`src/rtl/idfp_pkg.sv`:
```
// shared types and constants for the id3v2 frame stream parser
`default_nettype none

package idfp_pkg;

    localparam int unsigned BYTE_W   = 8;
    localparam int unsigned SIZE_W   = 30;
    localparam int unsigned TAG_W    = 32;
    localparam int unsigned REGION_W = 3;

    localparam logic [REGION_W-1:0] REGION_HDR   = 3'd0;
    localparam logic [REGION_W-1:0] REGION_EXT   = 3'd1;
    localparam logic [REGION_W-1:0] REGION_ID    = 3'd2;
    localparam logic [REGION_W-1:0] REGION_SIZE  = 3'd3;
    localparam logic [REGION_W-1:0] REGION_FLAGS = 3'd4;
    localparam logic [REGION_W-1:0] REGION_BODY  = 3'd5;
    localparam logic [REGION_W-1:0] REGION_DONE  = 3'd6;

    localparam logic [BYTE_W-1:0] ASCII_T = 8'h54;

    typedef struct packed {
        logic [BYTE_W-1:0] data_byte;
        logic              start_of_file;
    } t_in_item;

    typedef struct packed {
        logic [REGION_W-1:0] region;
        logic [BYTE_W-1:0]   byte_out;
        logic                frame_matches;
        logic                text_frame;
        logic                encoding_byte;
        logic [SIZE_W-1:0]   frame_length;
        logic                body_last;
        logic [SIZE_W-1:0]   tag_length;
    } t_out_item;

endpackage

`default_nettype wire

```
`src/rtl/id3v2_frame_stream_parser.sv`:
```
// top level of the id3v2 frame stream parser
//
// Input channel: one file byte per item on i_in_item (data_byte plus a
// start_of_file flag that restarts the parse at tag header byte zero),
// handshaked by i_in_valid / o_in_ready.
// Output channel: one labeled item per input item on o_out_item (region,
// byte, frame match, text frame, encoding byte, frame length, last body
// byte, tag length), handshaked by o_out_valid / i_out_ready.
// Configuration: i_cfg_we writes i_cfg_wdata into the four-byte frame id
// to match; write it only while no item is in flight.
// Each item is held first in the input register and then in the result
// register before it shows on the output.
// Throughput: one item per cycle while the receiver takes results; the parse
// state updates as the item moves from the input register to the result register.
// Reset clears the parse state, the match tag and both valid flags.
// When the receiver stalls, the result holds; o_in_ready drops once the
// input register is full as well, at once when items come back to back,
// and rises again in the cycle the waiting result is taken.
`default_nettype none

module id3v2_frame_stream_parser (
    input  wire logic                        i_clk,
    input  wire logic                        i_rst_n,
    input  wire logic                        i_cfg_we,
    input  wire logic [idfp_pkg::TAG_W-1:0]  i_cfg_wdata,
    input  wire logic                        i_in_valid,
    output logic                             o_in_ready,
    input  wire idfp_pkg::t_in_item          i_in_item,
    output logic                             o_out_valid,
    input  wire logic                        i_out_ready,
    output idfp_pkg::t_out_item              o_out_item
);
    import idfp_pkg::*;

    logic      stg_valid;
    t_in_item  stg_item;
    logic      res_ready;
    t_out_item result;

    idfp_in_stage u_in_stage (
        .i_clk   (i_clk),
        .i_rst_n (i_rst_n),
        .i_valid (i_in_valid),
        .i_item  (i_in_item),
        .o_ready (o_in_ready),
        .o_valid (stg_valid),
        .o_item  (stg_item),
        .i_take  (res_ready)
    );

    idfp_core u_core (
        .i_clk       (i_clk),
        .i_rst_n     (i_rst_n),
        .i_cfg_we    (i_cfg_we),
        .i_cfg_wdata (i_cfg_wdata),
        .i_fire      (stg_valid && res_ready),
        .i_item      (stg_item),
        .o_result    (result)
    );

    idfp_out_stage u_out_stage (
        .i_clk   (i_clk),
        .i_rst_n (i_rst_n),
        .i_valid (stg_valid),
        .i_item  (result),
        .o_ready (res_ready),
        .o_valid (o_out_valid),
        .o_item  (o_out_item),
        .i_ready (i_out_ready)
    );

endmodule

`default_nettype wire

```
`src/rtl/idfp_in_stage.sv`:
```
// input register stage holding one byte item
`default_nettype none

module idfp_in_stage (
    input  wire logic              i_clk,
    input  wire logic              i_rst_n,
    input  wire logic              i_valid,
    input  wire idfp_pkg::t_in_item i_item,
    output logic                   o_ready,
    output logic                   o_valid,
    output idfp_pkg::t_in_item     o_item,
    input  wire logic              i_take
);
    import idfp_pkg::*;

    logic     r_valid;
    t_in_item r_item;

    assign o_ready = !r_valid || i_take;
    assign o_valid = r_valid;
    assign o_item  = r_item;

    always_ff @(posedge i_clk) begin
        if (!i_rst_n) begin
            r_valid <= 1'b0;
        end else if (o_ready) begin
            r_valid <= i_valid;
        end
        if (i_valid && o_ready) begin
            r_item <= i_item;
        end
    end

endmodule

`default_nettype wire

```
`src/rtl/idfp_core.sv`:
```
// parse state, match tag register and per-byte labeling logic
`default_nettype none

module idfp_core (
    input  wire logic                        i_clk,
    input  wire logic                        i_rst_n,
    input  wire logic                        i_cfg_we,
    input  wire logic [idfp_pkg::TAG_W-1:0]  i_cfg_wdata,
    input  wire logic                        i_fire,
    input  wire idfp_pkg::t_in_item          i_item,
    output idfp_pkg::t_out_item              o_result
);
    import idfp_pkg::*;

    typedef enum logic [REGION_W-1:0] {
        PH_HDR   = REGION_HDR,
        PH_EXT   = REGION_EXT,
        PH_ID    = REGION_ID,
        PH_SIZE  = REGION_SIZE,
        PH_FLAGS = REGION_FLAGS,
        PH_BODY  = REGION_BODY,
        PH_DONE  = REGION_DONE
    } t_phase;

    t_phase              r_phase, n_phase, s_phase;
    logic [3:0]          r_pos, n_pos, s_pos;
    logic [BYTE_W-1:0]   r_ext_rem, n_ext_rem, s_ext_rem;
    logic                r_ext_pres, n_ext_pres, s_ext_pres;
    logic [TAG_W-1:0]    r_id, n_id, s_id;
    logic [SIZE_W-1:0]   r_size, n_size, s_size;
    logic [SIZE_W-1:0]   r_body_rem, n_body_rem, s_body_rem;
    logic [SIZE_W-1:0]   r_hdr_size, n_hdr_size, s_hdr_size;
    logic [TAG_W-1:0]    r_match_tag;

    logic [BYTE_W-1:0]   b;
    logic [3:0]          hdr_idx;
    logic                tag_valid;
    logic                text;
    logic [BYTE_W-1:0]   id_first;

    function automatic logic [SIZE_W-1:0] weighted(input logic [BYTE_W-1:0] v,
                                                    input logic [1:0] p);
        logic [SIZE_W-1:0] w;
        unique case (p)
            2'd0:    w = {1'b0, v, 21'b0};
            2'd1:    w = {8'b0, v, 14'b0};
            2'd2:    w = {15'b0, v, 7'b0};
            default: w = {22'b0, v};
        endcase
        return w;
    endfunction

    always_comb begin
        b = i_item.data_byte;
        if (i_item.start_of_file) begin
            s_phase    = PH_HDR;
            s_pos      = '0;
            s_ext_rem  = '0;
            s_ext_pres = 1'b0;
            s_id       = '0;
            s_size     = '0;
            s_body_rem = '0;
            s_hdr_size = '0;
        end else begin
            s_phase    = r_phase;
            s_pos      = r_pos;
            s_ext_rem  = r_ext_rem;
            s_ext_pres = r_ext_pres;
            s_id       = r_id;
            s_size     = r_size;
            s_body_rem = r_body_rem;
            s_hdr_size = r_hdr_size;
        end

        n_phase    = s_phase;
        n_pos      = s_pos;
        n_ext_rem  = s_ext_rem;
        n_ext_pres = s_ext_pres;
        n_id       = s_id;
        n_size     = s_size;
        n_body_rem = s_body_rem;
        n_hdr_size = s_hdr_size;

        hdr_idx   = s_pos - 4'd6;
        tag_valid = (s_phase != PH_HDR);
        text      = 1'b0;
        id_first  = '0;

        o_result               = '0;
        o_result.region        = s_phase;
        o_result.byte_out      = b;

        unique case (s_phase)
            PH_HDR: begin
                if (s_pos == 4'd5) begin
                    n_ext_pres = b[6];
                end
                if (s_pos == 4'd6) begin
                    n_hdr_size = weighted(b, hdr_idx[1:0]);
                end else if (s_pos >= 4'd7 && s_pos <= 4'd9) begin
                    n_hdr_size = s_hdr_size + weighted(b, hdr_idx[1:0]);
                end
                if (s_pos >= 4'd9) begin
                    tag_valid = 1'b1;
                    n_phase   = s_ext_pres ? PH_EXT : PH_ID;
                    n_pos     = '0;
                end else begin
                    n_pos = s_pos + 4'd1;
                end
            end
            PH_EXT: begin
                if (s_pos == 4'd0) begin
                    n_ext_rem = b;
                    n_pos     = 4'd1;
                    if (b == '0) begin
                        n_phase = PH_ID;
                        n_pos   = '0;
                    end
                end else begin
                    n_ext_rem = s_ext_rem - 8'd1;
                    if (n_ext_rem == '0) begin
                        n_phase = PH_ID;
                        n_pos   = '0;
                    end
                end
            end
            PH_ID: begin
                if (s_pos == 4'd0 && b == '0) begin
                    o_result.region = REGION_DONE;
                    n_phase         = PH_DONE;
                end else begin
                    n_id = {s_id[TAG_W-BYTE_W-1:0], b};
                    unique case (s_pos[1:0])
                        2'd0:    id_first = n_id[7:0];
                        2'd1:    id_first = n_id[15:8];
                        2'd2:    id_first = n_id[23:16];
                        default: id_first = n_id[31:24];
                    endcase
                    text = (id_first == ASCII_T);
                    if (s_pos >= 4'd3) begin
                        n_phase = PH_SIZE;
                        n_pos   = '0;
                    end else begin
                        n_pos = s_pos + 4'd1;
                    end
                end
            end
            PH_SIZE: begin
                o_result.frame_matches = (s_id == r_match_tag);
                text = (s_id[31:24] == ASCII_T);
                if (s_pos == 4'd0) begin
                    n_size = weighted(b, s_pos[1:0]);
                end else begin
                    n_size = s_size + weighted(b, s_pos[1:0]);
                end
                if (s_pos >= 4'd3) begin
                    n_phase = PH_FLAGS;
                    n_pos   = '0;
                end else begin
                    n_pos = s_pos + 4'd1;
                end
            end
            PH_FLAGS: begin
                o_result.frame_matches = (s_id == r_match_tag);
                text = (s_id[31:24] == ASCII_T);
                o_result.frame_length = s_size;
                if (s_pos >= 4'd1) begin
                    n_body_rem = s_size;
                    n_phase    = (s_size != '0) ? PH_BODY : PH_ID;
                    n_pos      = '0;
                end else begin
                    n_pos = s_pos + 4'd1;
                end
            end
            PH_BODY: begin
                o_result.frame_matches = (s_id == r_match_tag);
                text = (s_id[31:24] == ASCII_T);
                o_result.frame_length  = s_size;
                o_result.encoding_byte = text && (s_body_rem == s_size);
                if (s_body_rem <= 30'd1) begin
                    o_result.body_last = 1'b1;
                    n_body_rem         = '0;
                    n_phase            = PH_ID;
                    n_pos              = '0;
                end else begin
                    n_body_rem = s_body_rem - 30'd1;
                end
            end
            PH_DONE: begin
                o_result.region = REGION_DONE;
            end
            default: begin
                o_result.region = REGION_DONE;
            end
        endcase

        o_result.text_frame = text;
        o_result.tag_length = tag_valid ? n_hdr_size : '0;
    end

    always_ff @(posedge i_clk) begin
        if (!i_rst_n) begin
            r_phase     <= PH_HDR;
            r_pos       <= '0;
            r_ext_rem   <= '0;
            r_ext_pres  <= 1'b0;
            r_id        <= '0;
            r_size      <= '0;
            r_body_rem  <= '0;
            r_hdr_size  <= '0;
            r_match_tag <= '0;
        end else begin
            if (i_cfg_we) begin
                r_match_tag <= i_cfg_wdata;
            end
            if (i_fire) begin
                r_phase    <= n_phase;
                r_pos      <= n_pos;
                r_ext_rem  <= n_ext_rem;
                r_ext_pres <= n_ext_pres;
                r_id       <= n_id;
                r_size     <= n_size;
                r_body_rem <= n_body_rem;
                r_hdr_size <= n_hdr_size;
            end
        end
    end

endmodule

`default_nettype wire

```
`src/rtl/idfp_out_stage.sv`:
```
// result register stage holding one labeled item
`default_nettype none

module idfp_out_stage (
    input  wire logic                i_clk,
    input  wire logic                i_rst_n,
    input  wire logic                i_valid,
    input  wire idfp_pkg::t_out_item i_item,
    output logic                     o_ready,
    output logic                     o_valid,
    output idfp_pkg::t_out_item      o_item,
    input  wire logic                i_ready
);
    import idfp_pkg::*;

    logic      r_valid;
    t_out_item r_item;

    assign o_ready = !r_valid || i_ready;
    assign o_valid = r_valid;
    assign o_item  = r_item;

    always_ff @(posedge i_clk) begin
        if (!i_rst_n) begin
            r_valid <= 1'b0;
        end else if (o_ready) begin
            r_valid <= i_valid;
        end
        if (i_valid && o_ready) begin
            r_item <= i_item;
        end
    end

endmodule

`default_nettype wire

```
`config.mk`:
```
export PLATFORM = sky130hd
export DESIGN_NAME = id3v2_frame_stream_parser
export DESIGN_NICKNAME = d
export VERILOG_FILES = /design/src/rtl/idfp_pkg.sv /design/src/rtl/id3v2_frame_stream_parser.sv /design/src/rtl/idfp_in_stage.sv /design/src/rtl/idfp_core.sv /design/src/rtl/idfp_out_stage.sv
export SDC_FILE = /design/constraint.sdc
export NUM_CORES = 1
export LEC_CHECK = 0
export BUFFER_PORTS_ARGS = -buffer_cell sky130_fd_sc_hd__buf_4
export CAP_MARGIN = 5
export CELL_PAD_IN_SITES_DETAIL_PLACEMENT = 0
export CELL_PAD_IN_SITES_GLOBAL_PLACEMENT = 2
export CORE_UTILIZATION = 41
export CTS_BUF_LIST = sky130_fd_sc_hd__clkbuf_4
export DETAILED_ROUTE_END_ITERATION = 12
export GPL_ROUTABILITY_DRIVEN = 0
export PLACE_DENSITY_LB_ADDON = 0.1
export SYNTH_ARGS = -nofsm -noshare
export SYNTH_HDL_FRONTEND = slang
export SYNTH_HIERARCHICAL = 1
export SYNTH_SLANG_ARGS = --single-unit
```
`constraint.sdc`:
```
create_clock -name i_clk -period 8.5 [get_ports i_clk]
set_input_delay 0.85 -clock i_clk [delete_from_list [all_inputs] [get_ports i_clk]]
set_output_delay 0.85 -clock i_clk [all_outputs]
set_load 0.005 [all_outputs]
```
### After elaboration in Yosys (flattened, before gate mapping)

Index checks and enable logic that the tools add are counted.

* register bits after elaboration: 256
* bits of input ports: 46
* output and inout bits: 77
* logic and storage cells: 128

* $add $sub $neg: 6
* $lt $le $gt $ge: 6
* equal/unequal tests: 15
* mux-type cells: 60
* reductions and logical operators: 20

Operator list (number)
* $mux 30: 15
* $pmux 29 s3: 2
* $mux 32: 3
* $add 30x30->30: 2
* $pmux 30 s2: 1
* $mux 8: 5
* $mux 3: 12
* $eq 32x32->1: 1
* $mux 4: 8
* $eq 30x30->1: 1
* $le 30x1->1 const B: 1
* $reduce_bool 30->1: 1
* $sub 30x1->30 const B: 1
* $pmux 4 s6: 1
* $pmux 8 s3: 1
* $pmux 3 s6: 1
* $eq 8x7->1 const B: 2
* $logic_not 8->1: 2
* $eq 4x3->1 const B: 2
* $mux 1: 8
* $sub 8x1->8 const B: 1
* $eq 3x2->1 const B: 2
* $eq 3x3->1 const B: 2
* $pmux 3 s2: 1
* 22 further kinds: 31

### Depth between registers and ports, before layout

Gate-level depths: netlist of run 1.

* depth in word-level cells: 11
* mapped depth: 23
* depth with buffers taken out: 17

### Cells and area by module

The synthesis of run 1 kept the hierarchy.

Modules (own cells, without submodules)
* idfp_core: times used 1, cells each 1959, area an instance 14256.2 sq um
* idfp_out_stage: times used 1, cells each 80, area an instance 2309.7 sq um
* idfp_in_stage: times used 1, cells each 14, area an instance 327.8 sq um
* id3v2_frame_stream_parser: times used 1, cells each 1, area an instance 6.3 sq um

### Worst setup path before layout of run 1

Ideal clock, no wire load.

* path type: reg2reg
* start point: register u_in_stage.r_item (netlist bit u_in_stage/o_item[0])
* end point: register u_out_stage.r_item (netlist bit u_out_stage/o_item[24]), data pin
* arrival: 4.729 ns
* required time: 8.234 ns
* setup slack: 3.505 ns
* cell stages (with the launch flop): 24
* path through: edfxtp_1 buf_2 buf_2 buf_2 buf_2 clkbuf_1 clkbuf_1 nor2b_1 inv_1 ha_1 clkbuf_1 and2_1 ha_1 inv_1 fa_1 nor2b_1 o31ai_1 a211o_1 a31o_2 o221a_2 o311ai_0 o41ai_1 a21oi_1 nor2_1

* longest elaborated chain between the ends: 11

Ends and longest elaborated chain
* from (decl): RTL line idfp_in_stage.sv:17 `t_in_item r_item;`
* from (signal assigned): RTL line idfp_in_stage.sv:30 `r_item <= i_item;`
* $mux 4: RTL line idfp_core.sv:55 `if (i_item.start_of_file) begin`
* $sub 2x2->2: RTL line idfp_core.sv:84 `hdr_idx = s_pos - 4'd6;`
* $eq 2x2->1 (tied with other cells): RTL line idfp_core.sv:44 `unique case (p)`
* $pmux 29 s3: RTL line idfp_core.sv:44
* $mux 30: RTL line idfp_core.sv:100 `end else if (s_pos >= 4'd7 && s_pos <= 4'd9) begin`
* $mux 30: RTL line idfp_core.sv:98 `if (s_pos == 4'd6) begin`
* $mux 30: RTL line idfp_core.sv:93 `unique case (s_phase)`
* $add 30x30->30: RTL line idfp_core.sv:101 `n_hdr_size = s_hdr_size + weighted(b, hdr_idx[1:0]);`
* $mux 30: RTL line idfp_core.sv:100
* $mux 30: RTL line idfp_core.sv:98
* $mux 30: RTL line idfp_core.sv:93
* to (signal assigned): RTL line idfp_out_stage.sv:30 `r_item <= i_item;`
* to (decl): RTL line idfp_out_stage.sv:17 `t_out_item r_item;`

Parallel ways exist; a longest one is shown, timed or not. The select of a mux whose other input is x is not followed.
A chain may end at the register's enable or synchronous reset.

### Worst setup path after layout of run 1

* start point: register u_in_stage.r_item (netlist bit u_in_stage/o_item[0])
* end point: register u_out_stage.r_item (netlist bit u_out_stage/o_item[26]), data pin

The elaborated chain is that of the path after synthesis.

==> qor.txt, run 1 <==
==================================================================================
Leading post-synthesis cells by cell area                             sky130_fd_sc_hd__dfxtp_1 20%, sky130_fd_sc_hd__edfxtp_1 15%, sky130_fd_sc_hd__nor2_1 6.8%, sky130_fd_sc_hd__ha_1 5.0%, sky130_fd_sc_hd__a21oi_1 4.4%
Period utilization                                                          0.6449
Total Neg Setup Slack                                                         0 ns
CTS tree                                                                       yes
Post_cts resized                                                                 0
Die area                                                                 42040 um2
Area of the mapped netlist                                               16900 um2
Ordered cell list for the critical path                               buf_4 > nor2b_1 > inv_1 > ha_1 > o21ai_0 > ha_1 > o211a_1 > nor2_1 > a211o_1 > a31o_2 > o22a_1 > o41ai_2 > xor2_1 > a21oi_1 > o22ai_1
Slowest cell on the critical path                                     sky130_fd_sc_hd__ha_1
Unrepaired setup endpoints after global routing                                 no
CP most frequent cell                                                 sky130_fd_sc_hd__ha_1
Power density of the placed cells                                     157.3 nW/um2
Highest fanout seen on the critical path                                        49
Vias/cell                                                                    5.921
Leakage dissipation                                                    0.007768 uW
Number of max-slew violations in the final report                                0
EDFF count, synth                                                               84
Die outline height                                                        205.0 um
Post-CTS setup-driven buffer insertion count                                     0
Setup Slack @ Placement                                                   3.037 ns
Placed wire-length estimate                                               41.93 mm
Setup violators final                                                            0
Via count of the first global-routing pass                                  15.37k
Row cnt                                                                         74
Kind of launch point of the worst setup path                             flip-flop
Asr flop ratio synth                                                             0
Min Tclk post-route                                                       5.481 ns
Layout Cells excl Fill                                                        2743
Count of max-cap constraint violations                                           0
Number of buffers between clock root and the deepest sink                        3
Crit path largest cell delay                                               0.85 ns
Top cell type's share of synthesized area                                   0.2037
Synthesized instance count                                                    2054
Top_reg_cell synth                                                    sky130_fd_sc_hd__dfxtp_1
Part of the total power dissipated in sequential elements                    0.440
Clock-pin transition on the worst setup and hold timing paths              0.07 ns
Syn_area_per_cell                                                        8.228 um2
Setup slack after layout                                                  3.019 ns
Number of nets at the end of the flow                                         2262
Antenna-violating nets left                                                      0
CP required                                                                9.05 ns
Worst-case vdd ir drop                                                0.00008182 V
Design internal power                                                      2174 uW
Part of the total power dissipated in combinational logic                    0.118
Synth warnings                                                                   6
Starting density of the core                                                0.4148
Net switching fraction of the power                                         0.2813
Final routed wire length divided by cell count                            22.12 um
Insertion delay of the later-clocked pin in the worst-skew pair            0.81 ns
Clock buffers created by TritonCTS                                              78
Clock Sinks                                                                    256
Clk pwr share                                                                0.442
Library cells used by synthesis                                                 93
Maximum number of pins on one net before global-route repair                    74
Number of DRC violations after detailed-routing iteration 0                   1609
HP Class                                                                    in2reg
Final hold viol count                                                            0
Critical Setup Path Class                                                  reg2reg
Filler cells                                                                  4125
Slew at the pin with the worst max-slew slack                             1.192 ns
Buffers added on ports                                                         122
Number of antenna violations at the first check in global routing                3
Number of synthesized register bits                                            256
Number of H-tree branching levels                                                3
Critical path capture point type                                         flip-flop
Final setup skew                                                        0.07823 ns
Total length of routed wires                                              60.68 mm
Placed Cells                                                                  2599
First-pass GRT wire length                                                92.98 mm
Drt drc                                                                          0
Cell type with the largest total area after synthesis                 sky130_fd_sc_hd__dfxtp_1
Relative max-transition margin                                              0.2000
Leftover overflow at the end of global routing                                   0
Switch Pwr                                                                850.7 uW
Post-Synthesis Net Count                                                      2169
Outcome                                                               finished clean
Number of iterations in the first detailed-routing pass                          6
Vias after detailed routing                                                 16.24k
Peak clock frequency supported by timing                                0.1824 GHz
IO Count                                                                       123
Critical path buffer and inverter count                                          2
Leading cell types in the layout, fill and taps excluded              303 x sky130_fd_sc_hd__nor2_1, 172 x sky130_fd_sc_hd__dfxtp_1, 157 x sky130_fd_sc_hd__nand2_1
Clock Tree Root                                                       sky130_fd_sc_hd__clkbuf_4
Growth of design area from synthesis to finish                              13.79%
Family of cells with the greatest summed delay on the critical path   compound AO/OA/AOI/OAI gates
Floorplan die width                                                       205.0 um
Core Footprint                                                           40740 um2
Layout cells sized above 1                                                  0.1469
Arrival @ worst endpoint                                                   6.03 ns
Sequential share of the synthesized area                                    0.3530
GRT Util Overall                                                            0.2905
Most common library cell in the layout ignoring fill and taps         sky130_fd_sc_hd__nor2_1
Hold buffer count at cts                                                         0
==================================================================================
==> flip-flops by register name (all words and copies together), names as in the netlist <==
register	count
u_core/r_ext_pres	1
u_core/r_pos	4
u_out_stage/o_valid	1
u_core/r_id	32
u_core/r_size	30
u_core/r_ext_rem	8
u_core/r_match_tag	32
u_core/r_phase	3
u_in_stage/o_valid	1
u_core/r_hdr_size	30
u_core/r_body_rem	30
u_out_stage/o_item	75
u_in_stage/o_item	9
==> worst reg2reg max path, delay by kind of cell (launching register included) <==
family | cells | cell delay (ns)
adders and majority gates | 2 | 1.47
AOI/OAI and AO/OA | 8 | 2.33
DFF | 1 | 0.35
buffers and inverters | 2 | 0.67
and+or+nand+nor | 2 | 0.32
xor gates and xnor gates | 1 | 0.15
==> per-stage QoR <==
step	cell area, um2	hold WS [ns]	utilization	total power [uW]
finish	19230	0.2242	0.4721	3025
global placement	18140	0.4328	0.4453	1708
CTS	19220	0.1701	0.4717	3061
floorplan	16900	0.4211	-	1569
detailed placement	18140	0.4363	0.4453	1709
global route	19230	0.1729	0.4721	3166
==> logic make-up (layout without fill, tap and decap cells) <==
kind of cell | Yosys count | after routing | synth area share
buffers and inverters | 191 | 343 | 0.04649
and+or+nand+nor | 788 | 788 | 0.2302
xor gates and xnor gates | 84 | 84 | 0.04353
other | 0 | 5 | 0
DFF | 256 | 256 | 0.3530
muxes | 47 | 47 | 0.02784
AOI/OAI and AO/OA | 619 | 619 | 0.2470
adders and majority gates | 69 | 69 | 0.05197
==> power by group through the flow <==
stage               logic (uW)  clock network [uW]  registers (uW)
CTS                        355                1380            1330
finish                     358                1340            1330
floorplan                  225                   0            1340
global placement           353                   0            1360
detailed placement         354                   0            1360
global route               389                1440            1330
==> Yosys cell counts, drive strengths merged, types with 30 or more instances <==
cell    count
nor2      307
dfxtp     172
nand2     157
a21oi     151
o21ai     125
clkbuf     91
edfxtp     84
nor2b      73
ha         67
a22oi      65
xnor2      60
and2       54
inv        51
buf        48
mux2i      47
nor3       41
a21o       35
and3       33
a31oi      30
==> final cells by class <==
cell class	count	area (um2)	area share
multi-input combinational	1607	10170	0.5288
timing repair buffer	152	1141	0.05934
sequential	256	5966	0.3102
antenna	5	12.51	0.0006506
clock buffer	118	885.9	0.04606
clock inverter	21	192.7	0.01002
tap	532	665.6	0.03461
inverter	52	197.7	0.01028
==> final timing paths <==
path / end / depth (start not counted) / start / slack (ns)
setup reg to reg: u_out_stage/o_item[26] / 15 / u_in_stage/o_item[0] / 3.02
hold / removal: u_in_stage/o_item[2] / 1 / i_in_item[2] / 0.22
hold reg to reg: u_core/r_hdr_size[21] / 2 / u_core/r_hdr_size[21] / 0.45
setup / recovery: u_out_stage/o_item[26] / 15 / u_in_stage/o_item[0] / 3.02
==> layer usage <==
metal,up-vias,GRT usage,wire length [um]
li1,7790,-,-
met1,7754,0.4160,28690
met2,585,0.4236,25710
met3,111,0.06363,4587
met4,0,0.1045,1696
met5,-,0,0
Power figures use the tool's default switching activity.
==> run 2, diff against run 1 <==
--- a/config.mk
+++ b/config.mk
@@ -5,11 +5,12 @@
 export SDC_FILE = /design/constraint.sdc
 export NUM_CORES = 1
 export LEC_CHECK = 0
+export ABC_AREA = 1
 export BUFFER_PORTS_ARGS = -buffer_cell sky130_fd_sc_hd__buf_4
 export CAP_MARGIN = 5
 export CELL_PAD_IN_SITES_DETAIL_PLACEMENT = 0
 export CELL_PAD_IN_SITES_GLOBAL_PLACEMENT = 2
-export CORE_UTILIZATION = 41
+export CORE_UTILIZATION = 35
 export CTS_BUF_LIST = sky130_fd_sc_hd__clkbuf_4
 export DETAILED_ROUTE_END_ITERATION = 12
 export GPL_ROUTABILITY_DRIVEN = 0
==> constraint.sdc (replaced) <==
create_clock -name i_clk -period 5.1 [get_ports i_clk]
set_input_delay 0.51 -clock i_clk [delete_from_list [all_inputs] [get_ports i_clk]]
set_output_delay 0.51 -clock i_clk [all_outputs]
set_load 0.005 [all_outputs]
==> run 2 against run 1 <==
  * Cell count grew 45%
  * Global-route usage rose by 0.37 points
  * Sequential share of layout area fell by 4.3 points
  * Wire length grew 38%
  * Critical path type unchanged
  * Largest power group is now registers
==> qor.txt, run 2 <==
================================================================================
Buffers added on ports                                                       122   unchanged
Cell depth of the worst flop-to-flop path                                     16   +1
Final instance area                                                    22300 um2   +16%
Maximum number of pins on one net before global-route repair                  83   +12%
Final hold viol count                                                          0   unchanged
Highest fanout seen on the critical path                                      24   -51%
Clock Tree Root                                                     sky130_fd_sc_hd__clkbuf_4
Setup Slack @ Placement                                                0.8454 ns   -2.192 ns
Reg2reg start                                                       u_in_stage/o_item[0]
Synth warnings                                                                 6   unchanged
Final setup skew                                                      0.06016 ns   -0.01807 ns
Leftover overflow at the end of global routing                                 0   unchanged
Leakage dissipation                                                   0.01070 uW   +38%
Sequential share of the synthesized area                                  0.3078   -0.04525
Most numerous cell in the Yosys netlist                             sky130_fd_sc_hd__nand2_1
Relative max-transition margin                                            0.2047   +0.004693
Clock Sinks                                                                  256   unchanged
Library cells used by synthesis                                               49   -47%
Unrepaired setup endpoints after global routing                               no
Hold Path Depth                                                                3   +2
Synthesized instance count                                                  3087   +50%
Power density of the placed cells                                   251.2 nW/um2   +60%
Final routed wire length divided by cell count                          21.08 um   -4.7%
Number of buffers between clock root and the deepest sink                      3   unchanged
GRT Util Overall                                                          0.2942   +0.003703
Kind of launch point of the worst setup path                           flip-flop
Vias after detailed routing                                               21.56k   +33%
Asr flop ratio synth                                                           0   unchanged
Number of DRC violations after detailed-routing iteration 0                 2065   +28%
Placed wire-length estimate                                             61.28 mm   +46%
Via count of the first global-routing pass                                20.30k   +32%
Post-DP Area                                                           20840 um2   +15%
Syn_area_per_cell                                                      6.280 um2   -24%
Layout cells sized above 1                                                0.1047   -0.04222
Number of H-tree branching levels                                              3   unchanged
Starting density of the core                                              0.3574   -0.05744
Drt drc                                                                        0   unchanged
Peak clock frequency supported by timing                              0.2301 GHz   +26%
Top cell type's share of synthesized area                                 0.1776   -0.02612
Critical path capture point type                                       flip-flop
First-pass GRT wire length                                              125.7 mm   +35%
Setup slack of the worst register-to-register path                       0.75 ns   -2.26 ns
Growth of design area from synthesis to finish                            15.01%
EDFF count, synth                                                             84   unchanged
Number of iterations in the first detailed-routing pass                        6   unchanged
Worst-case vdd ir drop                                               0.0001635 V   +100%
Number of max-slew violations in the final report                              0   unchanged
CP required                                                              5.75 ns   -3.30 ns
Area of the mapped netlist                                             19380 um2   +15%
Insertion delay of the later-clocked pin in the worst-skew pair          0.88 ns   +0.07 ns
CTS tree                                                                     yes
Antenna-violating nets left                                                    0   unchanged
Leading cell types in the layout, fill and taps excluded            766 x sky130_fd_sc_hd__nand2_1, 430 x sky130_fd_sc_hd__inv_1, 396 x sky130_fd_sc_hd__nor2_1
Clock buffers created by TritonCTS                                            80   +2.6%
Number of antenna violations at the first check in global routing              4   +1
Top_reg_cell synth                                                  sky130_fd_sc_hd__dfxtp_1
Most common library cell in the layout ignoring fill and taps       sky130_fd_sc_hd__nand2_1
Leading post-synthesis cells by cell area                           sky130_fd_sc_hd__dfxtp_1 18%, sky130_fd_sc_hd__nand2_1 15%, sky130_fd_sc_hd__edfxtp_1 13%, sky130_fd_sc_hd__inv_1 8.3%, sky130_fd_sc_hd__nor2_1 7.7%
Floorplan die width                                                     237.3 um   +16%
Slew at the pin with the worst max-slew slack                           1.193 ns   +0.0009584 ns
Row cnt                                                                       85   +15%
Max FFs per register                                                          75   unchanged
Period utilization                                                        0.8521   +0.2072
Critical Setup Path Class                                                reg2reg
Number of synthesized register bits                                          256   unchanged
Worst Hold End                                                      u_out_stage/o_valid
Die area                                                               56330 um2   +34%
Number of nets at the end of the flow                                       3345   +48%
Count of max-cap constraint violations                                         0   unchanged
Die outline height                                                      237.3 um   +16%
Min Tclk post-route                                                     4.346 ns   -1.136 ns
Critical hold path startpoint                                            i_rst_n
IO Count                                                                     123   unchanged
Arrival @ worst endpoint                                                 4.99 ns   -1.04 ns
Outcome                                                             finished clean
HP Class                                                                  in2reg
Leading post-synthesis cells by instance count                      766 x sky130_fd_sc_hd__nand2_1, 431 x sky130_fd_sc_hd__inv_1, 396 x sky130_fd_sc_hd__nor2_1, 278 x sky130_fd_sc_hd__a21oi_1, 206 x sky130_fd_sc_hd__o21ai_0
Setup slack after layout                                               0.7545 ns   -2.264 ns
Core Footprint                                                         54240 um2   +33%
Setup violators final                                                          0   unchanged
Post-Synthesis Net Count                                                    3202   +48%
Clock-pin transition on the worst setup and hold timing paths            0.05 ns   -0.02 ns
Total Neg Setup Slack                                                       0 ns   unchanged
Vias/cell                                                                  5.407   -8.7%
Total length of routed wires                                            84.04 mm   +38%
Cell type with the largest total area after synthesis               sky130_fd_sc_hd__dfxtp_1
Terminus of the critical flop-to-flop path                          u_out_stage/o_item[24]
Post-CTS setup-driven buffer insertion count                                   0   unchanged
================================================================================
==> run 2: where the power goes <==
part | internal, uW | leakage (uW) | switching [uW] | total (uW)
Clock | 1090 | 0.000596 | 1060 | 2150
Combinational | 351 | 0.00788 | 808 | 1160
Sequential | 2210 | 0.00223 | 81.5 | 2290
==> run 2: through the flow <==
step           utilization  hold slack [ns]  std cells  power [uW]
3_3_place_gp        0.3842           0.4513       3800        3430
3_5_place_dp        0.3842           0.4551       3800        3435
6_report            0.4111           0.1135       3987        5600
4_1_cts             0.4109          0.05085       3983        5649
2_1_floorplan            -           0.4446       3087        3026
5_1_grt             0.4111          0.06716       3987        5899
==> run 2: routing by layer <==
metal,vias to the layer above,track usage,wire length [um]
met5,-,0,13
met4,2,0.08309,1827
met3,117,0.06190,6389
met2,778,0.4475,36410
met1,10250,0.4166,39400
li1,10420,-,-
==> run 2: timing repair <==
item | CTS | global route
endpoints found under the hold margin | 43 | 0
resized for setup | 0 | 0
hold buffers | 44 | 0
==> run 2: final cells by class <==
class                   instances  area (um2)
inverters                     446        1682
well taps                     696       870.8
multi-input cells            2243       11100
fillers                      5982       31940
clock buffers                 115       863.3
diodes                          4       10.01
repair buffers                203        1659
clock inverters                24       145.1
flip-flops and latches        256        5966
==> run 2: cell families (layout without fill, tap and decap cells) <==
family                     count (synthesis)  after routing  share of synthesized area
AOI/OAI and AO/OA                        645            645                     0.1854
xor gates and xnor gates                  45             45                    0.02033
adders and majority gates                 69             69                    0.04531
buffers and inverters                    588            788                     0.1205
DFF                                      256            256                     0.3078
other                                      0              4                          0
and+or+nand+nor                         1484           1484                     0.3207
==> run 2: how the worst max path moves through the flow <==
stage | endpoint | startpoint | cells after the start | slack, ns
6_report | u_out_stage/o_item[24] | u_in_stage/o_item[0] | 16 | 0.75
5_1_grt | u_out_stage/o_item[24] | u_in_stage/o_item[0] | 17 | 0.50
4_1_cts | u_out_stage/o_item[24] | u_in_stage/o_item[0] | 14 | 0.86
3_5_place_dp | u_out_stage/o_item[25] | u_in_stage/o_item[0] | 15 | 0.85
3_3_place_gp | u_out_stage/o_item[17] | u_in_stage/o_item[0] | 13 | 0.91
2_1_floorplan | u_out_stage/o_item[0] | i_out_ready | 2 | 0.43
==> run 2: worst max-delay path, cell delays in order, from the launching register on <==
cell,delay (ns)
sky130_fd_sc_hd__edfxtp_1,0.43
sky130_fd_sc_hd__nor2_1,0.43
sky130_fd_sc_hd__ha_1,1.04
sky130_fd_sc_hd__inv_1,0.09
sky130_fd_sc_hd__nand2_1,0.25
sky130_fd_sc_hd__inv_1,0.07
sky130_fd_sc_hd__ha_1,0.38
sky130_fd_sc_hd__nand2_1,0.15
sky130_fd_sc_hd__nor2_1,0.26
sky130_fd_sc_hd__nand2_1,0.15
sky130_fd_sc_hd__nor3_1,0.15
sky130_fd_sc_hd__nand2_1,0.12
sky130_fd_sc_hd__nand3_1,0.10
sky130_fd_sc_hd__nand2_1,0.06
sky130_fd_sc_hd__nand3_1,0.13
sky130_fd_sc_hd__nand2_1,0.11
sky130_fd_sc_hd__a21oi_1,0.23
==> run 3, diff against run 2 <==
--- a/config.mk
+++ b/config.mk
@@ -14,7 +14,7 @@
 export CTS_BUF_LIST = sky130_fd_sc_hd__clkbuf_4
 export DETAILED_ROUTE_END_ITERATION = 12
 export GPL_ROUTABILITY_DRIVEN = 0
-export PLACE_DENSITY_LB_ADDON = 0.1
+export PLACE_DENSITY = 0.89
 export SYNTH_ARGS = -nofsm -noshare
 export SYNTH_HDL_FRONTEND = slang
 export SYNTH_HIERARCHICAL = 1
==> run 3 against run 2 <==
  * Register-to-register slack lost 0.10 ns
  * Worst hold slack gained 0.056 ns
  * Sequential power about the same
  * Clock skew fell by 0.013 ns
  * Count of clock-buffer cells in the layout grew 6
  * Critical path depth up 5
  * Global-route usage decreased by 2.0 points
  * Combinational power barely moved
  * First-iteration DRC count shrank 0.58%
  * Via count is 0.67% higher
  * Non-clock buffer count decreased by 4
  * Cell count fell by 0.13%
  * Critical endpoint is now u_core/r_size[14]
  * Largest cell class unchanged
  * Highest routed layer is now met4
==> qor.txt, run 3 (same netlist as run 2, synthesis figures left out) <==
================================================================================
Reg area                                                                5966 um2   unchanged
Clock buffers created by TritonCTS                                            78   -2.5%
Final routed wire length divided by cell count                          19.72 um   -6.5%
Post-DP Area                                                           20800 um2   -0.17%
Power density of the placed cells                                   247.1 nW/um2   -1.6%
Critical Setup Path Class                                                reg2reg
Antenna-violating nets left                                                    0   unchanged
Clock Sinks                                                                  256   unchanged
Number of DRC violations after detailed-routing iteration 0                 2053   -0.58%
CP most frequent cell                                               sky130_fd_sc_hd__nand2_1
Min Tclk post-route                                                     4.448 ns   +0.1022 ns
Count of max-cap constraint violations                                         0   unchanged
Die outline height                                                      237.3 um   unchanged
Peak clock frequency supported by timing                              0.2248 GHz   -2.3%
Vias/cell                                                                  5.451   +0.80%
Relative max-transition margin                                            0.2088   +0.004158
Critical path capture point type                                       flip-flop
CP required                                                              5.74 ns   about the same
Number of buffers between clock root and the deepest sink                      3   unchanged
Slew at the pin with the worst max-slew slack                           1.187 ns   -0.006238 ns
Detail Route met2 WL                                                    34.36 mm   -5.6%
Clock Tree Root                                                     sky130_fd_sc_hd__clkbuf_4
Leakage dissipation                                                   0.01069 uW   -0.12%
Maximum number of pins on one net before global-route repair                  88   +6.0%
Starting density of the core                                              0.3574   unchanged
Crit path largest cell delay                                             0.45 ns   -0.59 ns
Length of routed wiring on met1                                         35.30 mm   -10%
Number of max-slew violations in the final report                              0   unchanged
Insertion delay of the later-clocked pin in the worst-skew pair          0.81 ns   -0.07 ns
Kind of launch point of the worst setup path                           flip-flop
Via count of the first global-routing pass                                20.23k   -0.37%
Final setup skew                                                      0.04756 ns   -0.01260 ns
Number of iterations in the first detailed-routing pass                        6   unchanged
Ordered cell list for the critical path                             buf_4 > clkinv_2 > nand2_1 > inv_1 > ha_1 > buf_4 > inv_1 > o21ai_0 > o21ai_0 > inv_1 > ha_1 > a21oi_1 > nor2_1 > nor2_1 > nand3_1 > nand2_1 > nand2_1 > nand2_1 > nand2_1 > o21ai_0 > a21oi_1
Worst-case vdd ir drop                                               0.0001574 V   -3.7%
Period utilization                                                        0.8721   +0.02003
Highest fanout seen on the critical path                                      25   +4.2%
GRT Util Overall                                                          0.2742   -0.01999
Post_cts resized                                                               0   unchanged
IO Count                                                                     123   unchanged
Met3 WL                                                                 6.704 mm   +4.9%
Slowest cell on the critical path                                   sky130_fd_sc_hd__ha_1
Outcome                                                             finished clean
Area of the multi-input gates                                          11100 um2   unchanged
Final hold viol count                                                          0   unchanged
Final instance area                                                    22260 um2   -0.17%
Number of nets at the end of the flow                                       3339   -0.18%
Total Neg Setup Slack                                                       0 ns   unchanged
Vias after detailed routing                                               21.70k   +0.67%
Most common library cell in the layout ignoring fill and taps       sky130_fd_sc_hd__nand2_1
Total length of routed wires                                            78.51 mm   -6.6%
Core Footprint                                                         54240 um2   unchanged
Unrepaired setup endpoints after global routing                               no
Drt drc                                                                        0   unchanged
HP Class                                                                  in2reg
First-pass GRT wire length                                              119.0 mm   -5.3%
Number of H-tree branching levels                                              3   unchanged
Die area                                                               56330 um2   unchanged
Buffers added on ports                                                       122   unchanged
Leading cell types in the layout, fill and taps excluded            766 x sky130_fd_sc_hd__nand2_1, 430 x sky130_fd_sc_hd__inv_1, 396 x sky130_fd_sc_hd__nor2_1
Row cnt                                                                       85   unchanged
Highest signal layer in the routed design                                   met4
Clock-pin transition on the worst setup and hold timing paths            0.06 ns   about the same
Floorplan die width                                                     237.3 um   unchanged
Filler cells                                                                5881   -1.7%
Leftover overflow at the end of global routing                                 0   unchanged
Layout cells sized above 1                                                0.1054   +0.0007046
Number of antenna violations at the first check in global routing              2   -2
Max FFs per register                                                          75   unchanged
Arrival @ worst endpoint                                                 5.09 ns   +0.10 ns
CTS tree                                                                     yes
Placed wire-length estimate                                             57.74 mm   -5.8%
Growth of design area from synthesis to finish                            14.82%
Setup violators final                                                          0   unchanged
================================================================================
run 3: stage by stage:
stage,utilization,instances,hold slack (ns),setup WS [ns],total power (uW)
2_1_floorplan,-,3087,0.4446,0.4286,3026
6_report,0.4104,3982,0.1700,0.6523,5500
4_1_cts,0.4103,3980,0.08396,0.8259,5553
3_3_place_gp,0.3835,3797,0.4520,0.9250,3393
5_1_grt,0.4104,3982,0.1260,0.3779,5797
3_5_place_dp,0.3835,3797,0.4594,0.8987,3403
run 3: repair_timing:
action	CTS	global route
buffers inserted	0	0
endpoints found under the hold margin	43	0
hold buffers	43	0
run 3: path summary, 6_finish.rpt:
kind                                            from                end  slack, ns  cells after the start
worst min-delay path                         i_rst_n   u_core/r_size[1]       0.17                      3
worst max-delay path            u_in_stage/o_item[0]  u_core/r_size[14]       0.65                     21
worst min register to register        u_core/r_id[6]     u_core/r_id[6]       0.47                      2
worst max register to register  u_in_stage/o_item[0]  u_core/r_size[14]       0.65                     21
run 3: routing by layer:
layer / up-vias / track usage
li1: 10400 / -
met1: 10240 / 0.3760
met2: 939 / 0.4274
met3: 127 / 0.05435
met4: 0 / 0.09365
met5: - / 0
run 3: power breakdown:
| part | switching (uW) | internal (uW) |
|---|---|---|
| Clock | 958 | 1130 |
| Combinational | 778 | 348 |
| Sequential | 82.6 | 2210 |
run 3: worst max-delay path: cells and delay by family, from the launching register on:
family	cells	cell delay, ns
AOI/OAI and AO/OA	5	1.06
adders and majority gates	2	0.73
and+or+nand+nor	8	1.01
buffers and inverters	6	1.05
DFF	1	0.43
run 3: final cells by class:
cell class | count | share of cell area
diodes | 2 | 0.0002249
clock buffers | 121 | 0.04081
clock inverters | 19 | 0.005059
inverters | 446 | 0.07555
multi-input cells | 2243 | 0.4987
flip-flops and latches | 256 | 0.2680
well taps | 696 | 0.03913
repair buffers | 199 | 0.07252
